--- src/sv/fpba_pkg.sv ---
// ----------------------------------------------------------------------------
// fpba_pkg
// shared types and constants of the fit policy block allocator
// ----------------------------------------------------------------------------
package fpba_pkg;

    localparam int NUM_BLOCKS = 32;
    localparam int SIZE_BITS  = 16;
    localparam int REQ_BITS   = 16;
    localparam int IDX_BITS   = 5;
    localparam int LIMIT_BITS = 6;
    localparam int MODE_BITS  = 2;
    localparam int CFG_IDX_BITS  = 1;
    localparam int CFG_DATA_BITS = 6;
    localparam int CMP_BITS   = (SIZE_BITS > REQ_BITS) ? SIZE_BITS : REQ_BITS;
    localparam int CNT_BITS   = $clog2(NUM_BLOCKS + 1);

    localparam logic [MODE_BITS-1:0] FIT_FIRST = 2'd0;
    localparam logic [MODE_BITS-1:0] FIT_BEST  = 2'd1;
    localparam logic [MODE_BITS-1:0] FIT_WORST = 2'd2;

    localparam logic OP_LOAD  = 1'b0;
    localparam logic OP_ALLOC = 1'b1;

    localparam logic [CFG_IDX_BITS-1:0] REG_FIT_MODE          = 1'd0;
    localparam logic [CFG_IDX_BITS-1:0] REG_PARTITIONS_IN_USE = 1'd1;

    typedef logic [SIZE_BITS-1:0] size_t;
    typedef logic [REQ_BITS-1:0]  req_t;
    typedef logic [IDX_BITS-1:0]  idx_t;

    typedef enum logic [1:0] {
        ST_IDLE,
        ST_SCAN,
        ST_WRITE
    } state_t;

    // candidate handed from cell to cell
    typedef struct packed {
        logic  found;
        idx_t  pick;
        size_t value;
    } token_t;

    // broadcast control from the sequencer to every cell
    typedef struct packed {
        logic                  load_en;
        idx_t                  load_index;
        size_t                 load_value;
        logic                  wb_en;
        idx_t                  wb_index;
        req_t                  request;
        logic [MODE_BITS-1:0]  mode;
        logic [LIMIT_BITS-1:0] limit;
    } cell_ctrl_t;

endpackage

--- src/sv/fpba_cell.sv ---
// ----------------------------------------------------------------------------
// fpba_cell
// one partition: holds its remaining size and updates the passing candidate
// ----------------------------------------------------------------------------
module fpba_cell (
    input  logic             clk,
    input  logic             rst_n,
    input  fpba_pkg::idx_t   my_index,
    input  fpba_pkg::cell_ctrl_t ctrl,
    input  fpba_pkg::token_t tok_in,
    output fpba_pkg::token_t tok_out
);
    import fpba_pkg::*;

    size_t  value_reg;
    size_t  value_next;
    token_t tok_reg;
    token_t tok_next;

    logic [CMP_BITS-1:0] value_ext;
    logic [CMP_BITS-1:0] req_ext;
    logic [CMP_BITS-1:0] diff;
    logic active;
    logic fits;
    logic better;

    assign value_ext = CMP_BITS'(value_reg);
    assign req_ext   = CMP_BITS'(ctrl.request);
    assign diff      = value_ext - req_ext;
    assign active    = {1'b0, my_index} < ctrl.limit;
    assign fits      = active && (value_ext >= req_ext);

    always_comb
    begin
        better = 1'b0;
        if (ctrl.mode == FIT_BEST)
        begin
            better = value_reg < tok_in.value;
        end
        else if (ctrl.mode == FIT_WORST)
        begin
            better = value_reg > tok_in.value;
        end
    end

    always_comb
    begin
        tok_next = tok_in;
        if (fits && (!tok_in.found || better))
        begin
            tok_next.found = 1'b1;
            tok_next.pick  = my_index;
            tok_next.value = value_reg;
        end
    end

    always_comb
    begin
        value_next = value_reg;
        if (ctrl.load_en && ctrl.load_index == my_index)
        begin
            value_next = ctrl.load_value;
        end
        else if (ctrl.wb_en && ctrl.wb_index == my_index)
        begin
            value_next = diff[SIZE_BITS-1:0];
        end
    end

    always_ff @(posedge clk)
    begin
        value_reg <= value_next;
    end

    always_ff @(posedge clk or negedge rst_n)
    begin
        if (!rst_n)
        begin
            tok_reg <= '0;
        end
        else
        begin
            tok_reg <= tok_next;
        end
    end

    assign tok_out = tok_reg;

endmodule

--- src/sv/fit_policy_block_allocator.sv ---
// ----------------------------------------------------------------------------
// fit_policy_block_allocator
// first, best and worst fit partition allocator built as a chain of cells
// ----------------------------------------------------------------------------
//  channel   | handshake              | payload
//  ----------+------------------------+-----------------------------------------
//  request   | start, busy            | operation, partition_index, size_value
//  result    | done (one-cycle strobe)| granted, chosen_partition
//  config    | cfg_we                 | cfg_index, cfg_data
//
//  a load is written straight into its cell and leaves busy low
//  an allocate is accepted, then the candidate walks the cell chain one cell
//  per cycle in ST_SCAN, then ST_WRITE writes back; done follows
//  rst_n clears control state; partition sizes are undefined until loaded
//  results cannot be stalled
// ----------------------------------------------------------------------------
module fit_policy_block_allocator (
    input  logic                                  clk,
    input  logic                                  rst_n,
    input  logic                                  start,
    output logic                                  busy,
    input  logic                                  operation,
    input  logic [fpba_pkg::IDX_BITS-1:0]         partition_index,
    input  logic [fpba_pkg::REQ_BITS-1:0]         size_value,
    output logic                                  done,
    output logic                                  granted,
    output logic [fpba_pkg::IDX_BITS-1:0]         chosen_partition,
    input  logic                                  cfg_we,
    input  logic [fpba_pkg::CFG_IDX_BITS-1:0]     cfg_index,
    input  logic [fpba_pkg::CFG_DATA_BITS-1:0]    cfg_data
);
    import fpba_pkg::*;

    state_t state_reg;
    state_t state_next;
    logic [CNT_BITS-1:0]   cnt_reg;
    logic [CNT_BITS-1:0]   cnt_next;
    req_t                  request_reg;
    logic [MODE_BITS-1:0]  mode_reg;
    logic [LIMIT_BITS-1:0] limit_reg;
    logic                  done_reg;
    logic                  granted_reg;
    idx_t                  chosen_reg;

    logic       accept;
    logic       scan_last;
    cell_ctrl_t ctrl;
    token_t     chain [0:NUM_BLOCKS];

    assign accept    = start && !busy;
    assign scan_last = cnt_reg == CNT_BITS'(NUM_BLOCKS - 1);

    // next state
    always_comb
    begin
        state_next = state_reg;
        cnt_next   = cnt_reg;
        unique case (state_reg)
            ST_IDLE:
            begin
                cnt_next = '0;
                if (accept && operation == OP_ALLOC)
                begin
                    state_next = ST_SCAN;
                end
            end
            ST_SCAN:
            begin
                cnt_next = cnt_reg + 1'b1;
                if (scan_last)
                begin
                    state_next = ST_WRITE;
                end
            end
            ST_WRITE:
            begin
                state_next = ST_IDLE;
            end
            default:
            begin
                state_next = ST_IDLE;
            end
        endcase
    end

    // outputs
    always_comb
    begin
        busy            = 1'b1;
        ctrl.load_en    = 1'b0;
        ctrl.wb_en      = 1'b0;
        unique case (state_reg)
            ST_IDLE:
            begin
                busy         = 1'b0;
                ctrl.load_en = start && operation == OP_LOAD;
            end
            ST_SCAN:
            begin
                busy = 1'b1;
            end
            ST_WRITE:
            begin
                ctrl.wb_en = chain[NUM_BLOCKS].found;
            end
            default:
            begin
                busy = 1'b1;
            end
        endcase
        ctrl.load_index = partition_index;
        ctrl.load_value = SIZE_BITS'(size_value);
        ctrl.wb_index   = chain[NUM_BLOCKS].pick;
        ctrl.request    = request_reg;
        ctrl.mode       = mode_reg;
        ctrl.limit      = limit_reg;
    end

    assign chain[0] = '0;

    for (genvar i = 0; i < NUM_BLOCKS; i++)
    begin : g_cell
        fpba_cell u_cell (
            .clk      (clk),
            .rst_n    (rst_n),
            .my_index (IDX_BITS'(i)),
            .ctrl     (ctrl),
            .tok_in   (chain[i]),
            .tok_out  (chain[i+1])
        );
    end

    always_ff @(posedge clk or negedge rst_n)
    begin
        if (!rst_n)
        begin
            state_reg <= ST_IDLE;
            cnt_reg   <= '0;
            mode_reg  <= FIT_FIRST;
            limit_reg <= LIMIT_BITS'(32);
            done_reg  <= 1'b0;
        end
        else
        begin
            state_reg <= state_next;
            cnt_reg   <= cnt_next;
            done_reg  <= state_reg == ST_WRITE;
            if (cfg_we)
            begin
                unique case (cfg_index)
                    REG_FIT_MODE:          mode_reg  <= cfg_data[MODE_BITS-1:0];
                    REG_PARTITIONS_IN_USE: limit_reg <= cfg_data[LIMIT_BITS-1:0];
                    default:               ;
                endcase
            end
        end
    end

    always_ff @(posedge clk)
    begin
        if (accept)
        begin
            request_reg <= size_value;
        end
        if (state_reg == ST_WRITE)
        begin
            granted_reg <= chain[NUM_BLOCKS].found;
            chosen_reg  <= chain[NUM_BLOCKS].found ? chain[NUM_BLOCKS].pick : '0;
        end
    end

    assign done             = done_reg;
    assign granted          = granted_reg;
    assign chosen_partition = chosen_reg;

    a_done_after_write: assert property (@(posedge clk) disable iff (!rst_n)
        done |-> $past(state_reg == ST_WRITE))
        else $error("result without write-back");

    a_no_load_when_busy: assert property (@(posedge clk) disable iff (!rst_n)
        busy |-> !ctrl.load_en)
        else $error("load while busy");

    a_scan_bound: assert property (@(posedge clk) disable iff (!rst_n)
        state_reg == ST_SCAN |-> cnt_reg < CNT_BITS'(NUM_BLOCKS))
        else $error("scan counter overran");

    a_pick_in_range: assert property (@(posedge clk) disable iff (!rst_n)
        (done && granted) |-> ({1'b0, chosen_partition} < limit_reg))
        else $error("granted partition outside searched range");

endmodule

--- config.mk ---
export PLATFORM = sky130hd
export DESIGN_NAME = fit_policy_block_allocator
export DESIGN_NICKNAME = d
export VERILOG_FILES = /design/src/sv/fpba_pkg.sv /design/src/sv/fpba_cell.sv /design/src/sv/fit_policy_block_allocator.sv
export SDC_FILE = /design/constraint.sdc
export NUM_CORES = 2
export LEC_CHECK = 0
export BUFFER_PORTS_ARGS = -buffer_cell sky130_fd_sc_hd__buf_2
export CORE_MARGIN = 3
export CORE_UTILIZATION = 55
export DETAILED_ROUTE_END_ITERATION = 7
export PLACE_DENSITY = 0.73
export SETUP_SLACK_MARGIN = 0.2
export SLEW_MARGIN = 10
export SYNTH_ARGS = -nofsm -noshare
export SYNTH_HDL_FRONTEND = slang
export SYNTH_SLANG_ARGS = --single-unit
export TNS_END_PERCENT = 5
--- constraint.sdc ---
create_clock -name clk -period 4.78 [get_ports clk]
set_clock_uncertainty 0.1 [all_clocks]
set_input_delay 1.434 -clock clk [delete_from_list [all_inputs] [get_ports clk]]
set_output_delay 1.434 -clock clk [all_outputs]
set_load 0.01 [all_outputs]
Word-level counts from Yosys, hierarchy flattened. Index checks and enable logic that the tools add are counted.

Reduce and logical (&&, ||, !) cells: 231. $mul: 0. Div/mod/pow operators: 0. Equality and inequality tests: 69. Shift operators: 0. Bitwise operators: 2. $lt $le $gt $ge: 126. Multiplexer cells: 165. Add/sub/neg operators: 33.

Operators with widths (number): 2-to-1 mux 16 bit (64); 2-to-1 mux 22 bit (32); >= comparator 16 bit (32); subtractor 16 bit (32); > comparator 16 bit (31); less-than comparator 16 bit (31); equality test 5 bit (second input constant) (32); logical AND 1 bit (130); less-than comparator 5 x 6 -> 1 bit (first input constant) (16); equality test 5 x 4 -> 1 bit (second input constant) (16); nonzero test 2 bit (33); 2-to-1 mux 1 bit (65); less-than comparator 4 x 6 -> 1 bit (first input constant) (8); equality test 5 x 3 -> 1 bit (second input constant) (8); zero test 1 bit (31); logical OR 1 bit (31); less-than comparator 3 x 6 -> 1 bit (first input constant) (4); equality test 5 x 2 -> 1 bit (second input constant) (4); less-than comparator 1 x 6 -> 1 bit (first input constant) (2); less-than comparator 2 x 6 -> 1 bit (first input constant) (2); one-hot mux 6 bit (2 select lines) (1); equality test 5 x 1 -> 1 bit (second input constant) (2); zero test 5 bit (2); adder 6 x 1 -> 6 bit (second input constant) (1); 10 further kinds (16).

Memories kept: 0. Word-level logic and storage cells: 761. Bits in registers: 1239. Bits in latches: 0. Bits in writable memories: 0. Input port bits: 33. ROM bits: 0. Output and inout bits: 8.

Logic depth before layout (Yosys ltp).
Depth after elaboration: 6. Gate-level depth with buffers: 13. Gate-level depth less buffers: 11.

Cells and area by module. A second synthesis with hierarchy kept.

Cell total of the unflattened synthesis: 13666. Area, all modules: 116175.2 um^2.

By module, submodules not included: fpba_cell (g_cell[0].u_cell ...) (times used 22, sequential area each 1031.0 um^2, cells each 469, area each 3797.4 um^2); fpba_cell (g_cell[4].u_cell ...) (times used 6, sequential area each 1031.0 um^2, cells each 311, area each 3041.7 um^2); fpba_cell (g_cell[30].u_cell ...) (times used 3, sequential area each 1031.0 um^2, cells each 310, area each 3050.4 um^2); fpba_cell (g_cell[2].u_cell) (times used 1, sequential area each 1031.0 um^2, cells each 463, area each 3787.4 um^2); fit_policy_block_allocator (times used 1, sequential area each 1087.3 um^2, cells each 89, area each 1443.9 um^2).

Worst setup path before layout. No wires, ideal clock.

Path kind: reg-to-reg. Start point: reg request_reg[1]. End point: reg g_cell[17].u_cell.tok_reg, in the netlist g_cell[17].u_cell.tok_out[10]. Period minus slack after synthesis: 5035 ps. Cell stages (with the launch flop): 11. Setup time: 125 ps. Slack: -255 ps. Data required time: 4555 ps. Buffers on the path: 1. Arrival time: 4811 ps. Path through: edfxtp_1 inv_1 ha_1 nand4_1 a31oi_1 a211oi_1 o31a_1 nor3_1 a21boi_0 buf_2 mux2_2.

RTL lines: from (decl) (RTL line fit_policy_block_allocator.sv:38) `req_t request_reg;`; from (signal assigned) (RTL line fit_policy_block_allocator.sv:163) `request_reg <= size_value;`; to (signal assigned) (RTL line fpba_cell.sv:83) `tok_reg <= tok_next;`; to (decl) (RTL line fpba_cell.sv:17) `token_t tok_reg;`.

==> summary.txt <==
Global route
  • GRT busiest layer: met2
  • Met3 Usage GRT: 5.78%
  • Vias in the first global route: 65.1k
  • GRT overflow: 0
  • Met2 Use GR: 54.3%
  • Global-route wire length before repair: 398000 um
  • Initial antenna violation count: 12
  • Routing usage on met1: 45.4%
  • Largest net degree at the start of global routing: 96
  • Global-route usage over all layers: 34.4%

Drt
  • Routed wire length: 267000 um
  • 1st-iter DRT viols: 6289
  • Remaining antenna violation count after routing: 0
  • Drt wl/cell: 25.2 um
  • # DRC: 0
  • Total number of vias: 66.5k
  • Drt first pass iters: 6
  • Vias per Instance: 6.26

Logic synthesis
  • Synth Area in Simple Gates: 12.6%
  • Post-Syn Area: 82100 um^2
  • Count leader, synth: ha_1
  • Area leader, netlist: dfrtp_1
  • Number of synthesized flops with an enable pin: 534
  • Largest family of logic cells by synthesized area: compound AO/OA/AOI/OAI gates
  • Synth warn: 0
  • Count of different cell masters after synthesis: 85
  • Average cell area after synthesis: 9.85 um^2
  • Synth Area in XOR/XNOR: 3.95%
  • Top area cells in the synthesized netlist: dfrtp_1 21%, edfxtp_1 20%, ha_1 15%
  • Adder-Cell Fraction of Synth Area: 16.2%
  • Post-synth ARST share: 55.8%
  • Share of the synthesized area in the top cell type: 20.5%
  • Register area share after synthesis: 40.1%
  • Top post-synthesis cells by count: 1009 x ha_1, 754 x a21oi_1, 677 x inv_1
  • Compound-Gate Fraction of Synth Area: 16.3%
  • Mapped Cells: 8338
  • Mux contribution to synthesized area: 6.71%
  • Mapped Nets: 9412
  • Post-synth top flop: dfrtp_1
  • Flops & latches, synth: 1208

Placement
  • Final HPWL DP: 194000 um
  • Area after DPL: 86700 um^2
  • Gpl congestion: 0.977
  • Port Buffers: 40

Clock network
  • Clock tree buffer depth: 3
  • Clk root buf: clkbuf_16
  • Post-CTS Hold Fix Bufs: 0
  • Max H-tree Level: 4
  • Resize count post-CTS: 0
  • Latest clock arrival within the worst-skew pair: 0.79 ns
  • CTS Sinks: 1208
  • Inserted Clock Buffers: 140
  • Clock-pin slew on the worst setup and hold paths: 0.06 ns
  • CTS tree: built
  • Number of setup buffers added after CTS: 0

Worst setup path
  • Worst endpoint data arrival time: 4.46 ns
  • Critical Path RT: 5.34 ns
  • CP endpoint kind: flop
  • Worst path top cell family by delay: compound AO/OA/AOI/OAI gates
  • Crit Path Max Fanout: 32
  • WP buf/inv: 1
  • CP max stage delay: 0.86 ns
  • Critical path cell sequence: buf_12 -> ha_1 -> fa_1 -> nor2b_1 -> o21ai_0 -> a21oi_1 -> o311ai_0 -> a21oi_1 -> o31ai_1 -> a21oi_2 -> mux2_2
  • Max stage delay cell, worst path: a21oi_2
  • Kind of critical path: flop to flop
  • R2R Setup Slk: 0.88 ns
  • Startpoint Class: flop
  • CP dominant cell by count: a21oi_1

Die
  • Die Span Y: 392 um
  • Chip width: 392 um
  • Rows: 141
  • Die area: 154000 um^2
  • Num ports: 41
  • Initial Util: 55.5%
  • Core region area: 148000 um^2

Status
  • Outcome: complete, no violations

Cells and area
  • Layout cell share with drive strength beyond 1: 13.2%
  • Final net count: 9635
  • Design Area, Final: 91500 um^2
  • Synthesis-to-finish area growth: 11.4%
  • Filler cell count: 12.1k
  • Max FFs per register: 657

STA
  • Final Max Slew Viols: 0
  • Period utilization: 81.5%
  • Slew @ Worst Pin: 1.26 ns
  • Setup TNS Final: 0 ns
  • RSZ-0062 raised after global routing: no
  • Max Clk Rate: 257 MHz
  • Final hold vios: 0
  • Slew HR: 16.1%
  • Fin crit period: 3.90 ns
  • Final setup vio count: 0

Power and ir drop
  • Overall power: 36.6 mW
  • Cell Pwr Density: 400 nW/um^2
  • Reported leakage power: 40.4 nW
  • Worst VDD drop: 0.335 mV

Worst hold path
  • Hold WC Path Type: flop to flop

Run
  • Maxcap violations: 0
-- placed cells by master, fill, tap and decap left out, types with 29 or more instances in the layout --
| cell type | Yosys | routed |
|---|---|---|
| or2_2 | 102 | 102 |
| o21ai_1 | 1 | 33 |
| inv_1 | 677 | 662 |
| nand3_1 | 119 | 119 |
| buf_2 | 26 | 39 |
| clkbuf_16 | 0 | 149 |
| dfrtp_1 | 673 | 673 |
| a211oi_1 | 58 | 58 |
| edfxtp_1 | 534 | 534 |
| buf_12 | 0 | 53 |
| mux2_2 | 430 | 413 |
| nand4_1 | 156 | 156 |
| nand2_1 | 606 | 606 |
| o21bai_1 | 37 | 37 |
| fa_1 | 32 | 32 |
| a21oi_1 | 754 | 741 |
| and2_1 | 33 | 33 |
| o22ai_1 | 48 | 48 |
| a31oi_1 | 51 | 51 |
| and3_1 | 49 | 49 |
| o21a_1 | 81 | 81 |
| nor3_1 | 86 | 79 |
| clkbuf_8 | 0 | 32 |
| mux2i_1 | 47 | 47 |
| nor2_1 | 528 | 527 |
| xnor2_1 | 167 | 167 |
| xor2_1 | 203 | 203 |
| nand2b_1 | 154 | 152 |
| ha_1 | 1009 | 1009 |
| buf_4 | 1 | 215 |
| or3_1 | 29 | 29 |
| nor2b_1 | 175 | 173 |
| a21o_1 | 275 | 275 |
| clkbuf_1 | 187 | 34 |
| o21ai_0 | 578 | 546 |
| o31ai_1 | 76 | 76 |
-- area by class of cell --
cell class,count,area (um^2),share of cell area [%]
antenna,9,22.5,0.0246
clock buffer,215,4300,4.70
clock inverter,47,480,0.525
inverter,677,2540,2.78
multi-input combinational,6226,46000,50.2
sequential,1208,32900,36.0
tap,1930,2410,2.64
timing repair buffer,308,2890,3.15
-- cells by family (layout without fill, tap and decap cells) --
logic type / after synthesis / count (layout)
muxes: 492 / 492
other: 0 / 9
xor gates and xnor gates: 370 / 370
adders and majority gates: 1041 / 1041
and+or+nand+nor: 2125 / 2125
buffers and inverters: 904 / 1247
AOI/OAI and AO/OA: 2198 / 2198
DFF: 1208 / 1208
-- metal layers --
metal	vias to the layer above	wire, um
li1	30600	-
met1	32000	108000
met2	3102	119000
met3	807	23100
met4	8	16700
met5	-	67
-- path summary, 6_finish.rpt --
path / from / end / cells after the start
worst max-delay path: request_reg[0]$_DFFE_PP_ / g_cell[27].u_cell.tok_out[9]$_DFF_PN0_ / 11
worst min-delay path: g_cell[5].u_cell.tok_out[17]$_DFF_PN0_ / g_cell[6].u_cell.tok_out[17]$_DFF_PN0_ / 1
worst max register to register: request_reg[0]$_DFFE_PP_ / g_cell[27].u_cell.tok_out[9]$_DFF_PN0_ / 11
worst min register to register: g_cell[5].u_cell.tok_out[17]$_DFF_PN0_ / g_cell[6].u_cell.tok_out[17]$_DFF_PN0_ / 1
max in group asynchronous: rst_n / g_cell[12].u_cell.tok_out[0]$_DFF_PN0_ / 2
min in group asynchronous: rst_n / g_cell[30].u_cell.tok_out[8]$_DFF_PN0_ / 1
-- per-stage QoR --
stage	utilization [%]	std cells	setup WS, ns	hold WS [ns]
floorplan	-	8338	-0.240	0.313
global placement	58.6	10300	1.04	0.318
detailed placement	58.6	10300	0.964	0.320
CTS	61.8	10600	0.941	0.333
global route	61.8	10600	0.686	0.342
finish	61.8	10600	0.884	0.332
-- power by group --
group | leakage [nW] | internal [mW] | switching (mW)
logic | 25.1 | 4.81 | 5.63
clock network | 2.36 | 6.51 | 4.60
registers | 12.9 | 13.3 | 1.78
total | 40.4 | 24.6 | 12.0
(Power assumes the default switching activity.)
